`config.mk`:
```
export PLATFORM = sky130hd
export DESIGN_NAME = ptwm_seq
export DESIGN_NICKNAME = d
export VERILOG_FILES = /design/src/hw/rtl/ptwm_pkg.sv /design/src/hw/rtl/ptwm_seq.sv
export SDC_FILE = /design/constraint.sdc
export NUM_CORES = 1
export LEC_CHECK = 0
export ABC_AREA = 1
export BUFFER_PORTS_ARGS = -buffer_cell sky130_fd_sc_hd__buf_2
export CAP_MARGIN = 20
export CORE_MARGIN = 2
export CORE_UTILIZATION = 45
export CTS_BUF_LIST = sky130_fd_sc_hd__clkbuf_8
export DETAILED_ROUTE_END_ITERATION = 16
export PLACE_DENSITY = 0.8
export SYNTH_ARGS = -nofsm -noshare
export SYNTH_HDL_FRONTEND = slang
export SYNTH_SLANG_ARGS = --single-unit
```
`constraint.sdc`:
```
create_clock -name i_clk -period 1.35 [get_ports i_clk]
set_input_delay 0.3375 -clock i_clk [delete_from_list [all_inputs] [get_ports i_clk]]
set_output_delay 0.3375 -clock i_clk [all_outputs]
set_load 0.005 [all_outputs]
```
`src/hw/rtl/ptwm_pkg.sv`:
```
`timescale 1ns / 1ps
`default_nettype none

package ptwm_pkg;

    localparam int VA_W        = 48;
    localparam int PA_W        = 52;
    localparam int ENT_W       = 64;
    localparam int IDX_W       = 9;
    localparam int PAGE_SH     = 12;
    localparam int FRAME_W     = PA_W - PAGE_SH;
    localparam int ENTRIES_PER_TABLE = 512;
    localparam int STAT_W      = 3;
    localparam int STEP_W      = 3;

    localparam logic [2:0] TABLE_BITS = 3'b111;
    localparam int         PRESENT_BIT = 0;

    localparam logic CMD_MAP    = 1'b0;
    localparam logic CMD_LOOKUP = 1'b1;

    localparam logic [STAT_W-1:0] ST_MAPPED  = 3'd0;
    localparam logic [STAT_W-1:0] ST_PRESENT = 3'd1;
    localparam logic [STAT_W-1:0] ST_FOUND   = 3'd2;
    localparam logic [STAT_W-1:0] ST_MISSING = 3'd3;
    localparam logic [STAT_W-1:0] ST_NO_SLOT = 3'd4;

    typedef enum logic [1:0] {
        S_CLEAR,
        S_IDLE,
        S_RUN,
        S_DONE
    } t_state;

    typedef enum logic [2:0] {
        OP_NOP,
        OP_READ_DIR,
        OP_EVAL_DIR,
        OP_READ_LEAF,
        OP_EVAL_LEAF
    } t_op;

    // One microcode word: datapath operation, table level, and whether the
    // step leaves the program when the datapath reports that the walk ended.
    typedef struct packed {
        t_op        op;
        logic [1:0] lvl;
        logic       jmp_fin;
    } t_uword;

    typedef struct packed {
        logic       start;
        t_op        op;
        logic [1:0] lvl;
        logic       load_out;
    } t_ctl;

    typedef struct packed {
        logic finish;
        logic out_free;
    } t_dstat;

    function automatic t_uword ucode(input logic [STEP_W-1:0] step);
        case (step)
            3'd0:    ucode = '{op: OP_READ_DIR,  lvl: 2'd3, jmp_fin: 1'b0};
            3'd1:    ucode = '{op: OP_EVAL_DIR,  lvl: 2'd3, jmp_fin: 1'b1};
            3'd2:    ucode = '{op: OP_READ_DIR,  lvl: 2'd2, jmp_fin: 1'b0};
            3'd3:    ucode = '{op: OP_EVAL_DIR,  lvl: 2'd2, jmp_fin: 1'b1};
            3'd4:    ucode = '{op: OP_READ_DIR,  lvl: 2'd1, jmp_fin: 1'b0};
            3'd5:    ucode = '{op: OP_EVAL_DIR,  lvl: 2'd1, jmp_fin: 1'b1};
            3'd6:    ucode = '{op: OP_READ_LEAF, lvl: 2'd0, jmp_fin: 1'b0};
            3'd7:    ucode = '{op: OP_EVAL_LEAF, lvl: 2'd0, jmp_fin: 1'b1};
            default: ucode = '{op: OP_NOP,       lvl: 2'd0, jmp_fin: 1'b1};
        endcase
    endfunction

endpackage

`default_nettype wire

```
`src/hw/rtl/ptwm_seq.sv`:
```
`timescale 1ns / 1ps
`default_nettype none

module ptwm_seq
    import ptwm_pkg::*;
#(
    parameter int DEPTH = 32768
) (
    input  wire logic                     i_clk,
    input  wire logic                     i_rst_n,
    input  wire logic                     i_valid,
    output logic                          o_ready,
    input  wire t_dstat                   i_dstat,
    output t_ctl                          o_ctl,
    output logic                          o_clr_we,
    output logic      [$clog2(DEPTH)-1:0] o_clr_addr
);

    localparam int AW = $clog2(DEPTH);
    localparam logic [AW-1:0] LAST_ADDR = AW'(DEPTH - 1);

    t_state            r_state, n_state;
    logic [STEP_W-1:0] r_step,  n_step;
    logic [AW-1:0]     r_clr,   n_clr;
    t_uword            uw;

    always_ff @(posedge i_clk) begin
        if (!i_rst_n) begin
            r_state <= S_CLEAR;
            r_step  <= '0;
            r_clr   <= '0;
        end else begin
            r_state <= n_state;
            r_step  <= n_step;
            r_clr   <= n_clr;
        end
    end

    always_comb begin
        uw             = ucode(r_step);
        n_state        = r_state;
        n_step         = r_step;
        n_clr          = r_clr;
        o_ready        = 1'b0;
        o_clr_we       = 1'b0;
        o_ctl.start    = 1'b0;
        o_ctl.op       = OP_NOP;
        o_ctl.lvl      = 2'd0;
        o_ctl.load_out = 1'b0;
        case (r_state)
            S_CLEAR: begin
                // Zero the whole store, one entry per cycle, after reset.
                o_clr_we = 1'b1;
                n_clr    = r_clr + 1'b1;
                if (r_clr == LAST_ADDR) begin
                    n_state = S_IDLE;
                end
            end
            S_IDLE: begin
                o_ready = 1'b1;
                if (i_valid) begin
                    o_ctl.start = 1'b1;
                    n_step      = '0;
                    n_state     = S_RUN;
                end
            end
            S_RUN: begin
                o_ctl.op  = uw.op;
                o_ctl.lvl = uw.lvl;
                if (uw.jmp_fin && i_dstat.finish) begin
                    n_state = S_DONE;
                end else begin
                    n_step = r_step + 1'b1;
                end
            end
            S_DONE: begin
                if (i_dstat.out_free) begin
                    o_ctl.load_out = 1'b1;
                    n_state        = S_IDLE;
                end
            end
            default: begin
                n_state = S_IDLE;
            end
        endcase
    end

    assign o_clr_addr = r_clr;

    a_start_runs: assert property (@(posedge i_clk) disable iff (!i_rst_n)
        (r_state == S_IDLE && i_valid) |=> (r_state == S_RUN && r_step == '0))
        else $error("accepted beat did not start the program at step zero");

    a_leaf_ends: assert property (@(posedge i_clk) disable iff (!i_rst_n)
        (r_state == S_RUN && uw.op == OP_EVAL_LEAF) |=> (r_state == S_DONE))
        else $error("leaf evaluation did not end the walk");

    a_no_run_off: assert property (@(posedge i_clk) disable iff (!i_rst_n)
        (r_state == S_RUN) |-> (uw.op != OP_NOP))
        else $error("program ran past its last step");

endmodule

`default_nettype wire

```
==> impl_metrics.env <==
export IMPL_ys_seq_area_share_pct=39.51
export IMPL_r2r_setup_slack_ps=-240
export IMPL_synthSimpleGateAreaFrac_pct=33.90
export IMPL_fin_nets=271
export IMPL_p_seq_share_pct=51.2
export IMPL_endpoint="o_ctl[6]"
export IMPL_gr_total_overflow=0
export IMPL_hold_viol=0
export IMPL_critPathLaunchType="flop"
export IMPL_switching_share_pct=20.62
export IMPL_fmax_mhz=612.6
export IMPL_synthDistinctLibCells=26
export IMPL_synth_warnings=0
export IMPL_crit_path_cell_trace="inv_4 -> ha_4 -> buf_6 -> buf_6 -> nand2_2 -> inv_1 -> buf_2"
export IMPL_drv_slew=0
export IMPL_stdcell_count=289
export IMPL_synth_adder_area_share_pct=6.648
export IMPL_pin_count=29
export IMPL_stdcell_area_sq_um=2320
export IMPL_layout_drive_gt1_share_pct=58.14
export IMPL_timing_final_ws_setup_ps=-282.4
export IMPL_p_per_area_nw_per_um2=656.8
export IMPL_synth_fp_nets=198
export IMPL_cp_max_fo=3
export IMPL_period_share_pct=120.9
export IMPL_dr_first_iter_drc_count=35
export IMPL_clk_latency_ps=280
export IMPL_ir_worst_vdd_uv=997.3
export IMPL_drc=0
export IMPL_placed_cell_area_sq_um=1739
export IMPL_fp_dieW_um=58.11
export IMPL_fp_dieH_um=58.11
export IMPL_clk_pin_slew_ps=100
export IMPL_drt_pass1_iter_count=4
export IMPL_gp_congestion=0.8112
export IMPL_arrival_ps=1290
export IMPL_clk_path_buf_depth=2
export IMPL_drt_total_wl_mm=4.468
export IMPL_fin_setup_tns_ps=-4300
export IMPL_grt_usage_pct=24.19
export IMPL_hpwl_mm=2.282
export IMPL_dp_cells=272
export IMPL_synthMuxAreaShare_pct=0
export IMPL_crit_required_ps=1010
export IMPL_fill_cells=163
export IMPL_yosys_top_cells_area="dfxtp_1 (40%), nand2_1 (11%), inv_1 (8.5%), nor2_1 (7.7%), ha_1 (6.6%)"
export IMPL_rsz0062_at_grt="true"
export IMPL_ys_ff_latch=26
export IMPL_syn_inst=186
export IMPL_synth_xor_area_share_pct=2.659
export IMPL_antenna_cells=0
export IMPL_cts_max_level=1
export IMPL_synth_compound_area_share_pct=6.268
export IMPL_violations="setup timing"
export IMPL_synth_top_family_by_area="simple AND/OR/NAND/NOR gates"
export IMPL_syn_to_final_growth_pct=76.07
export IMPL_worstReg2RegEnd="uw[0]"
export IMPL_dieArea_sq_um=3377
export IMPL_rr_worst_depth=10
export IMPL_grt_max_degree=16
export IMPL_drtAntennaViolNets=0
export IMPL_cts_hold_buffers=0
export IMPL_cts_tree="built"
export IMPL_cts_buffers=3
export IMPL_p_comb_share_pct=5.8
export IMPL_crit_start="r_state[1]"
export IMPL_num_rows=19
export IMPL_vias=1513
export IMPL_initial_utilization_pct=47.78
export IMPL_leakage_nw=1.111
export IMPL_dp_slack_ps=-199.4
export IMPL_cap_violations=0
export IMPL_syn_area_sq_um=1318
export IMPL_final_util_pct=84.12
export IMPL_grt_pass1_wl_mm=6.354
export IMPL_setup_worst_path_class="reg -> out"
export IMPL_end_kind="output pin"
export IMPL_min_period_ps=1632
export IMPL_internal_power_mw=1.209
export IMPL_synth_top_area_share_pct=39.51
export IMPL_drt_wirelength_per_cell_um=15.46
export IMPL_coreArea_sq_um=2758
export IMPL_worstMarginPinSlew_ps=294.4
export IMPL_via_per_inst=5.235
export IMPL_finClkSkew_ps=8.534
export IMPL_power_switching_mw=0.3141
export IMPL_numClockSinks=26
export IMPL_crit_path_top_delay_cell="dfxtp_4"
export IMPL_r2r_start="r_state[1]"
export IMPL_critPathMaxStageDelay_ps=390
export IMPL_setup_viol=32
export IMPL_io_buffers=28
export IMPL_antenna_found_initial=0
export IMPL_synth_top_area_cell="dfxtp_1"
export IMPL_hold_path_class="in -> reg"
export IMPL_clockRootBuffer="clkbuf_8"
export IMPL_grt_pass1_vias=1525
export IMPL_crit_top_cell="buf_6"
export IMPL_pwr_share_clk_pct=43.1
export IMPL_postSynthAreaPerCell_sq_um=7.083
export IMPL_relSlewSlack_pct=80.37
export IMPL_status="finished, violations left"
-- metrics by stage --
step / total power [mW] / hold slack, ps
final: 1.524 / 392.9
after detailed placement: 0.8628 / 491.6
after global placement: 0.8604 / 490.6
after floorplan: 0.8275 / 479.0
after global routing: 1.567 / 399.7
after CTS: 1.507 / 384.6
-- cells in the final DEF (no fill, tap or decap), types with 3 or more instances in the layout --
master	Yosys	final
buf_2	0	26
buf_4	1	25
dfxtp_1	26	21
nand2_1	40	20
inv_1	30	19
nor2_1	27	19
buf_6	1	19
nand2_2	3	15
nor2_4	2	8
nand2_4	0	7
inv_2	1	7
nand3_2	1	5
nand3_1	9	5
ha_4	0	5
inv_4	1	4
a21oi_4	0	4
a21oi_1	11	4
nor3_1	5	4
nor2_2	1	3
nand4_1	3	3
a21oi_2	0	3
and3_1	4	3
clkbuf_8	0	3
dfxtp_2	0	3
-- flip-flops by register name, summed over array words and instances (netlist names) --
signal	cells
uw	6
r_state	2
r_step	3
o_clr_addr	15
-- power groups by stage --
| stage | sequential, mW | clock, mW | combinational, mW |
|---|---|---|---|
| 2_1_floorplan | 0.800 | 0 | 0.0279 |
| 3_3_place_gp | 0.797 | 0 | 0.0630 |
| 3_5_place_dp | 0.798 | 0 | 0.0653 |
| 4_1_cts | 0.777 | 0.658 | 0.0715 |
| 5_1_grt | 0.781 | 0.692 | 0.0936 |
| 6_report | 0.780 | 0.656 | 0.0877 |
-- routing by layer --
layer / track usage (%) / share of wire (%) / vias to the layer above
li1: - / - / 721
met2: 46.75 / 54 / 69
met1: 25.34 / 36 / 696
met4: 9.302 / 4.8 / 0
met3: 4.688 / 4.9 / 27
met5: 0 / 0 / -
-- kinds of logic after synthesis --
kind of cell	after synthesis
flip-flops	26
XOR/XNOR	4
buffers and inverters	35
AND/OR/NAND/NOR	98
adder cells (fa/ha/maj)	7
AO/OA/AOI/OAI	16
-- critical path, delay by kind of cell (launching register included) --
| family | cells | cell delay, ps |
|---|---|---|
| adder cells (fa/ha/maj) | 1 | 160 |
| buffers and inverters | 5 | 410 |
| flip-flops | 1 | 390 |
| AND/OR/NAND/NOR | 1 | 50 |
-- Yosys cell counts, drive strengths merged --
master,n
nor3b,1
xnor2,3
nor3,6
o21bai,1
nand2,43
nand4,3
nor2,30
a21oi,11
o21ai,4
inv,32
and3,4
clkbuf,1
buf,2
xor2,1
or2,1
nand3,10
ha,7
dfxtp,26
-- worst min-delay path by stage --
stage / startpoint / slack [ps] / end / cells after the start
2_1_floorplan: o_clr_addr[10] / 480 / o_clr_addr[10] / 2
3_3_place_gp: o_clr_addr[13] / 490 / o_clr_addr[13] / 2
3_5_place_dp: o_clr_addr[13] / 490 / o_clr_addr[13] / 2
4_1_cts: i_rst_n / 380 / uw[2] / 2
5_1_grt: i_rst_n / 400 / uw[2] / 2
6_report: i_rst_n / 390 / uw[2] / 2
-- layout make-up --
type                       count  area, sq um  area share [%]
multi-input combinational    125        985.9           42.50
timing repair buffer          71        551.8           23.79
sequential                    26        531.8           22.92
inverter                      32        140.1           6.041
clock buffer                   3        41.29           1.780
tap                           31        38.79           1.672
clock inverter                 1        30.03           1.295
-- repair_timing --
item,4_1_cts,5_1_grt
endpoints found under the setup margin,27,33
setup buffers,10,3
resized for setup,62,48
pin swaps,20,29
(Power assumes the default switching activity.)
