### config.mk
export PLATFORM = sky130hd
export DESIGN_NAME = ptwm_dp
export DESIGN_NICKNAME = d
export VERILOG_FILES = /design/src/hw/rtl/ptwm_pkg.sv /design/src/hw/rtl/ptwm_dp.sv
export SDC_FILE = /design/constraint.sdc
export NUM_CORES = 1
export LEC_CHECK = 0
export BUFFER_PORTS_ARGS = -buffer_cell sky130_fd_sc_hd__buf_4
export CORE_UTILIZATION = 51
export DETAILED_ROUTE_END_ITERATION = 10
export GPL_TIMING_DRIVEN = 0
export PLACE_DENSITY = 0.78
export SETUP_SLACK_MARGIN = 0.1
export SLEW_MARGIN = 20
export SYNTH_ARGS = -nofsm -noshare
export SYNTH_HDL_FRONTEND = slang
export SYNTH_SLANG_ARGS = --single-unit
### constraint.sdc
create_clock -name i_clk -period 13.35 [get_ports i_clk]
set_input_delay 3.3375 -clock i_clk [delete_from_list [all_inputs] [get_ports i_clk]]
set_output_delay 3.3375 -clock i_clk [all_outputs]
set_load 0.1 [all_outputs]
### src/hw/rtl/ptwm_pkg.sv
`timescale 1ns / 1ps
`default_nettype none

package ptwm_pkg;

    localparam int VA_W        = 48;
    localparam int PA_W        = 52;
    localparam int ENT_W       = 64;
    localparam int IDX_W       = 9;
    localparam int PAGE_SH     = 12;
    localparam int FRAME_W     = PA_W - PAGE_SH;
    localparam int ENTRIES_PER_TABLE = 512;
    localparam int STAT_W      = 3;
    localparam int STEP_W      = 3;

    localparam logic [2:0] TABLE_BITS = 3'b111;
    localparam int         PRESENT_BIT = 0;

    localparam logic CMD_MAP    = 1'b0;
    localparam logic CMD_LOOKUP = 1'b1;

    localparam logic [STAT_W-1:0] ST_MAPPED  = 3'd0;
    localparam logic [STAT_W-1:0] ST_PRESENT = 3'd1;
    localparam logic [STAT_W-1:0] ST_FOUND   = 3'd2;
    localparam logic [STAT_W-1:0] ST_MISSING = 3'd3;
    localparam logic [STAT_W-1:0] ST_NO_SLOT = 3'd4;

    typedef enum logic [1:0] {
        S_CLEAR,
        S_IDLE,
        S_RUN,
        S_DONE
    } t_state;

    typedef enum logic [2:0] {
        OP_NOP,
        OP_READ_DIR,
        OP_EVAL_DIR,
        OP_READ_LEAF,
        OP_EVAL_LEAF
    } t_op;

    // One microcode word: datapath operation, table level, and whether the
    // step leaves the program when the datapath reports that the walk ended.
    typedef struct packed {
        t_op        op;
        logic [1:0] lvl;
        logic       jmp_fin;
    } t_uword;

    typedef struct packed {
        logic       start;
        t_op        op;
        logic [1:0] lvl;
        logic       load_out;
    } t_ctl;

    typedef struct packed {
        logic finish;
        logic out_free;
    } t_dstat;

    function automatic t_uword ucode(input logic [STEP_W-1:0] step);
        case (step)
            3'd0:    ucode = '{op: OP_READ_DIR,  lvl: 2'd3, jmp_fin: 1'b0};
            3'd1:    ucode = '{op: OP_EVAL_DIR,  lvl: 2'd3, jmp_fin: 1'b1};
            3'd2:    ucode = '{op: OP_READ_DIR,  lvl: 2'd2, jmp_fin: 1'b0};
            3'd3:    ucode = '{op: OP_EVAL_DIR,  lvl: 2'd2, jmp_fin: 1'b1};
            3'd4:    ucode = '{op: OP_READ_DIR,  lvl: 2'd1, jmp_fin: 1'b0};
            3'd5:    ucode = '{op: OP_EVAL_DIR,  lvl: 2'd1, jmp_fin: 1'b1};
            3'd6:    ucode = '{op: OP_READ_LEAF, lvl: 2'd0, jmp_fin: 1'b0};
            3'd7:    ucode = '{op: OP_EVAL_LEAF, lvl: 2'd0, jmp_fin: 1'b1};
            default: ucode = '{op: OP_NOP,       lvl: 2'd0, jmp_fin: 1'b1};
        endcase
    endfunction

endpackage

`default_nettype wire

### src/hw/rtl/ptwm_dp.sv
`timescale 1ns / 1ps
`default_nettype none

module ptwm_dp
    import ptwm_pkg::*;
#(
    parameter int TABLE_SLOTS = 64,
    parameter int SLOT_W      = 6,
    parameter int NF_W        = 7
) (
    input  wire logic                      i_clk,
    input  wire logic                      i_rst_n,
    input  wire t_ctl                      i_ctl,
    output t_dstat                         o_dstat,
    input  wire logic                      i_cfg_we,
    input  wire logic [PA_W-1:0]           i_cfg_wdata,
    input  wire logic                      i_command,
    input  wire logic [VA_W-1:0]           i_virtual_address,
    input  wire logic [PA_W-1:0]           i_phys_address,
    input  wire logic [ENT_W-1:0]          i_flags,
    input  wire logic [ENT_W-1:0]          i_rdata,
    output logic      [SLOT_W+IDX_W-1:0]   o_addr,
    output logic                           o_we,
    output logic      [ENT_W-1:0]          o_wdata,
    input  wire logic                      i_ready,
    output logic                           o_valid,
    output logic      [STAT_W-1:0]         o_status,
    output logic      [ENT_W-1:0]          o_leaf_entry
);

    localparam logic [FRAME_W-1:0] SLOTS_F = FRAME_W'(TABLE_SLOTS);
    localparam logic [NF_W-1:0]    SLOTS_N = NF_W'(TABLE_SLOTS);

    // Control state
    logic [FRAME_W-1:0] r_base,      n_base;
    logic [NF_W-1:0]    r_next_free, n_next_free;
    logic               r_ovalid,    n_ovalid;

    // Payload
    logic               r_cmd;
    logic [VA_W-1:0]    r_va;
    logic [PA_W-1:0]    r_phys;
    logic [ENT_W-1:0]   r_flags;
    logic [SLOT_W-1:0]  r_slot,      n_slot;
    logic [STAT_W-1:0]  r_res_status, n_res_status;
    logic [ENT_W-1:0]   r_res_leaf,   n_res_leaf;
    logic [STAT_W-1:0]  r_ostatus;
    logic [ENT_W-1:0]   r_oleaf;

    logic [IDX_W-1:0]   idx;
    logic               present;
    logic [FRAME_W-1:0] diff;
    logic               stale;
    logic               full;
    logic [FRAME_W-1:0] new_frame;
    logic [ENT_W-1:0]   new_dir;
    logic [ENT_W-1:0]   new_leaf;

    always_ff @(posedge i_clk) begin
        if (!i_rst_n) begin
            r_base      <= '0;
            r_next_free <= NF_W'(1);
            r_ovalid    <= 1'b0;
        end else begin
            r_base      <= n_base;
            r_next_free <= n_next_free;
            r_ovalid    <= n_ovalid;
        end
    end

    always_ff @(posedge i_clk) begin
        if (i_ctl.start) begin
            r_cmd   <= i_command;
            r_va    <= i_virtual_address;
            r_phys  <= i_phys_address;
            r_flags <= i_flags;
        end
        if (i_ctl.load_out) begin
            r_ostatus <= r_res_status;
            r_oleaf   <= r_res_leaf;
        end
        r_slot       <= n_slot;
        r_res_status <= n_res_status;
        r_res_leaf   <= n_res_leaf;
    end

    always_comb begin
        case (i_ctl.lvl)
            2'd3:    idx = r_va[47:39];
            2'd2:    idx = r_va[38:30];
            2'd1:    idx = r_va[29:21];
            default: idx = r_va[20:12];
        endcase
    end

    assign o_addr    = {r_slot, idx};
    assign present   = i_rdata[PRESENT_BIT];
    // Slot number a directory entry points at, relative to the table area.
    assign diff      = i_rdata[PA_W-1:PAGE_SH] - r_base;
    assign stale     = (diff >= SLOTS_F);
    assign full      = (r_next_free >= SLOTS_N);
    assign new_frame = r_base + FRAME_W'(r_next_free);
    assign new_dir   = {{(ENT_W - PA_W){1'b0}}, new_frame, {(PAGE_SH - 3){1'b0}}, TABLE_BITS};
    assign new_leaf  = {{(ENT_W - PA_W){1'b0}}, r_phys} | r_flags;

    always_comb begin
        n_base           = i_cfg_we ? i_cfg_wdata[PA_W-1:PAGE_SH] : r_base;
        n_next_free      = r_next_free;
        n_slot           = r_slot;
        n_res_status     = r_res_status;
        n_res_leaf       = r_res_leaf;
        o_dstat.finish   = 1'b0;
        o_dstat.out_free = !r_ovalid || i_ready;
        o_we             = 1'b0;
        o_wdata          = new_dir;

        if (i_ctl.start) begin
            n_slot = '0;
        end

        case (i_ctl.op)
            OP_EVAL_DIR: begin
                if (present) begin
                    if (stale) begin
                        o_dstat.finish = 1'b1;
                        n_res_status   = ST_MISSING;
                        n_res_leaf     = '0;
                    end else begin
                        n_slot = diff[SLOT_W-1:0];
                    end
                end else if (r_cmd == CMD_LOOKUP) begin
                    o_dstat.finish = 1'b1;
                    n_res_status   = ST_MISSING;
                    n_res_leaf     = '0;
                end else if (full) begin
                    o_dstat.finish = 1'b1;
                    n_res_status   = ST_NO_SLOT;
                    n_res_leaf     = '0;
                end else begin
                    // New table: the slot is still all zero from the clearing pass.
                    o_we        = 1'b1;
                    n_slot      = r_next_free[SLOT_W-1:0];
                    n_next_free = r_next_free + 1'b1;
                end
            end
            OP_EVAL_LEAF: begin
                o_dstat.finish = 1'b1;
                if (r_cmd == CMD_LOOKUP) begin
                    n_res_status = ST_FOUND;
                    n_res_leaf   = i_rdata;
                end else if (present) begin
                    n_res_status = ST_PRESENT;
                    n_res_leaf   = i_rdata;
                end else begin
                    o_we         = 1'b1;
                    o_wdata      = new_leaf;
                    n_res_status = ST_MAPPED;
                    n_res_leaf   = new_leaf;
                end
            end
            default: begin
            end
        endcase

        if (i_ctl.load_out) begin
            n_ovalid = 1'b1;
        end else if (i_ready) begin
            n_ovalid = 1'b0;
        end else begin
            n_ovalid = r_ovalid;
        end
    end

    assign o_valid      = r_ovalid;
    assign o_status     = r_ostatus;
    assign o_leaf_entry = r_oleaf;

    a_free_bound: assert property (@(posedge i_clk) disable iff (!i_rst_n)
        (r_next_free >= NF_W'(1)) && (r_next_free <= SLOTS_N))
        else $error("free slot counter out of range");

    a_lookup_ro: assert property (@(posedge i_clk) disable iff (!i_rst_n)
        o_we |-> (r_cmd == CMD_MAP))
        else $error("lookup wrote the table store");

    a_load_out: assert property (@(posedge i_clk) disable iff (!i_rst_n)
        i_ctl.load_out |=> (r_ovalid && r_ostatus == $past(r_res_status)))
        else $error("result not moved into the output register");

endmodule

`default_nettype wire

==> flow_metrics.env <==
export IMPL_slew_violations=0
export IMPL_max_slew_margin_rel_pct=24.3
export IMPL_synth_seq_area_share_pct=59.4
export IMPL_post_synth_top_count_cell="edfxtp_1"
export IMPL_start_util_pct=51.7
export IMPL_numCtsBuffers=37
export IMPL_place_ws_ns=2.33
export IMPL_status="finished, final reports clean"
export IMPL_setup_viol=0
export IMPL_yosys_warnings=0
export IMPL_cts_htree_levels=2
export IMPL_fmax_ghz=0.0901
export IMPL_post_cts_buffers=0
export IMPL_clkSinkCount=341
export IMPL_drtPass1Iterations=5
export IMPL_synth_ff_type="edfxtp_1"
export IMPL_placement_io_buffers=413
export IMPL_route_vias_total=13200
export IMPL_gp_congestion=0.912
export IMPL_drc=0
export IMPL_rsz0062_at_grt="false"
export IMPL_worst_slew_pin_transition_ns=1.13
export IMPL_fin_crit_ns=11.10
export IMPL_placed_area_um2=20100
export IMPL_placedCellCount=2239
export IMPL_fp_row_count=65
export IMPL_drt_iter0_drc=957
export IMPL_cts_root_buf="clkbuf_16"
export IMPL_ys_seq_elements=341
export IMPL_grt_pass1_wl_um=73500
export IMPL_fp_dieH_um=181
export IMPL_synthDominantCellAreaShare_pct=52.8
export IMPL_ant_nets=0
export IMPL_yosys_top_cells_count="287 x edfxtp_1, 118 x nor2_1, 112 x o21ai_0"
export IMPL_synth_nets=1762
export IMPL_rrSetupSlack_ns=8.17
export IMPL_postLayoutCellArea_um2=21300
export IMPL_powerDensity_nw_per_um2=131
export IMPL_drive_gt1_share_pct=27.1
export IMPL_async_reset_ff_share_pct=0
export IMPL_dieArea_um2=32700
export IMPL_fin_crit_sh_pct=83.1
export IMPL_final_nets=2218
export IMPL_start_kind="input pin"
export IMPL_grt_max_degree=108
export IMPL_antenna_found_initial=1
export IMPL_skew_ns=0.0207
export IMPL_grt_pass1_vias=13000
export IMPL_synth_edf_count=287
export IMPL_critPathRequiredTime_ns=10.01
export IMPL_clk_latency_ns=0.54
export IMPL_coreArea_um2=31600
export IMPL_syn_inst=1420
export IMPL_ioPinCount=442
export IMPL_synth_area_um2=16300
export IMPL_arrival_ns=7.76
export IMPL_wl_per_cell_um=21.3
export IMPL_path_class="input pin to primary output"
export IMPL_dp_hpwl_um=37200
export IMPL_grt_overflow_total=0
export IMPL_avgSynthCellArea_um2=11.5
export IMPL_maxCapViolCount=0
export IMPL_synth_area_leaders="edfxtp_1 53%, dfxtp_1 6.6%, ha_1 3.7%, o21ai_0 3.4%, nor3_1 3.2%"
export IMPL_fillers=2322
export IMPL_power_leakage_nw=8.57
export IMPL_crit_fanout=8
export IMPL_holdBufCountCts=0
export IMPL_drt_vias_per_instance=5.73
export IMPL_synth_distinct_cells=74
export IMPL_syn2layout_area_growth_pct=30.2
export IMPL_grt_use_total_pct=29.4
export IMPL_instances_no_fill=2305
export IMPL_clockBufferDepth=3
export IMPL_cts_resized=0
export IMPL_fp_dieW_um=181
export IMPL_hold_violations=0
export IMPL_hold_class="flip-flop to flip-flop"
export IMPL_cts_tree="done"
export IMPL_routed_wl_um=49000
export IMPL_layout_setup_ws_ns=2.25
export IMPL_ir_worst_vdd_v=0.000142
export IMPL_yosysTopAreaCell="edfxtp_1"
export IMPL_cts_reportedPaths_clkPinSlew_ns=0.05
export IMPL_end_kind="primary output"
-- kinds of logic after synthesis --
| group | count (synthesis) | share of synthesized area [%] |
|---|---|---|
| AO/OA/AOI/OAI | 317 | 12.2 |
| AND/OR/NAND/NOR | 475 | 14.3 |
| flip-flops | 341 | 59.4 |
| adder cells (fa/ha/maj) | 50 | 3.92 |
| multiplexers | 56 | 4.12 |
| XOR/XNOR | 57 | 3.06 |
| buffers and inverters | 124 | 2.98 |
-- cells in the final DEF, fill, tap and decap left out, types with 4 or more instances in the layout --
master / count
o2111ai_1: 4
o211ai_1: 8
a21o_2: 4
a21oi_1: 77
a211o_1: 4
and2_1: 9
clkbuf_1: 64
nor2_1: 117
nor2b_1: 47
a211oi_1: 10
nand2_1: 92
nand2b_1: 9
xor2_1: 7
clkinv_2: 5
inv_1: 62
a31oi_1: 5
and3_1: 17
mux2i_1: 47
clkbuf_16: 37
o21ai_0: 111
nand4_1: 20
a21o_1: 24
buf_4: 412
nand3_1: 22
nor3b_1: 4
nor4_1: 12
buf_2: 5
buf_16: 4
xnor2_1: 50
o21a_1: 13
or3_1: 6
dfxtp_1: 54
edfxtp_1: 287
o21bai_1: 5
nor3_1: 104
o22ai_1: 6
mux4_2: 9
ha_1: 48
a21boi_0: 6
-- state kept, by name, indices dropped and copies added (netlist names), 3 cells and up --
| register | count |
|---|---|
| r_res_status | 3 |
| r_flags | 64 |
| r_va | 36 |
| r_next_free | 7 |
| r_slot | 6 |
| r_base | 40 |
| o_leaf_entry | 64 |
| r_phys | 52 |
| o_status | 3 |
| r_res_leaf | 64 |
-- report_power, final --
group / switching, mW / leakage (nW) / internal (mW) / total [mW]
clock: 0.424 / 0.577 / 0.588 / 1.01
sequential: 0.0273 / 3.37 / 1.22 / 1.25
combinational: 0.362 / 4.63 / 0.175 / 0.538
total: 0.813 / 8.57 / 1.98 / 2.80
-- area by class of cell --
type                       instances  area (µm²)  share of cell area [%]
clock buffer                      50         995                    4.68
multi-input combinational        955        6150                    28.9
antenna                            1        2.50                  0.0118
inverter                          62         233                    1.09
sequential                       341        9700                    45.6
tap                              402         503                    2.37
clock inverter                    15         204                   0.959
timing repair buffer             417        3220                    15.1
buffer                            62         254                    1.19
-- routing by layer --
metal  track usage, %  vias up  wire length [µm]
li1                 -     6181                 -
met2             50.6      572             24100
met5                0        -                 0
met3             5.42       85              3560
met4             9.68        0              1500
met1             37.3     6368             19800
-- critical path, cell delays in order --
cell and delay, ns:
buf_4 0.11, inv_1 0.05, ha_1 0.19, inv_1 0.07, fa_1 0.41, a21o_1 0.27
a221oi_4 0.37, o221ai_2 0.23, a221oi_2 0.50, xnor2_1 0.18, a311oi_2 0.22, nand4_1 0.19
or4_4 0.58, buf_6 0.16, nor4_1 0.44, o21ai_0 0.16, buf_4 0.28
-- worst paths after layout --
path,endpoint,start,cells past startpoint
setup / recovery,o_dstat[1],i_rdata[12],17
setup reg to reg,r_res_leaf[29]$_SDFFCE_PN0P_,r_base[0]$_SDFFE_PN0P_,16
hold / removal,o_status[2]$_DFFE_PP_,r_res_status[2]$_SDFFCE_PP0P_,0
hold reg to reg,o_status[2]$_DFFE_PP_,r_res_status[2]$_SDFFCE_PP0P_,0
-- stage by stage --
step | setup TNS [ns] | util [%] | hold WS [ns] | total power, mW
2_1_floorplan | 0 | - | 0.400 | 1.61
3_3_place_gp | -80.01 | 63.2 | 0.400 | 1.79
3_5_place_dp | 0 | 63.6 | 0.405 | 1.80
4_1_cts | 0 | 67.4 | 0.414 | 2.81
5_1_grt | 0 | 67.4 | 0.422 | 2.89
6_report | 0 | 67.4 | 0.417 | 2.80
(Power assumes the default switching activity.)
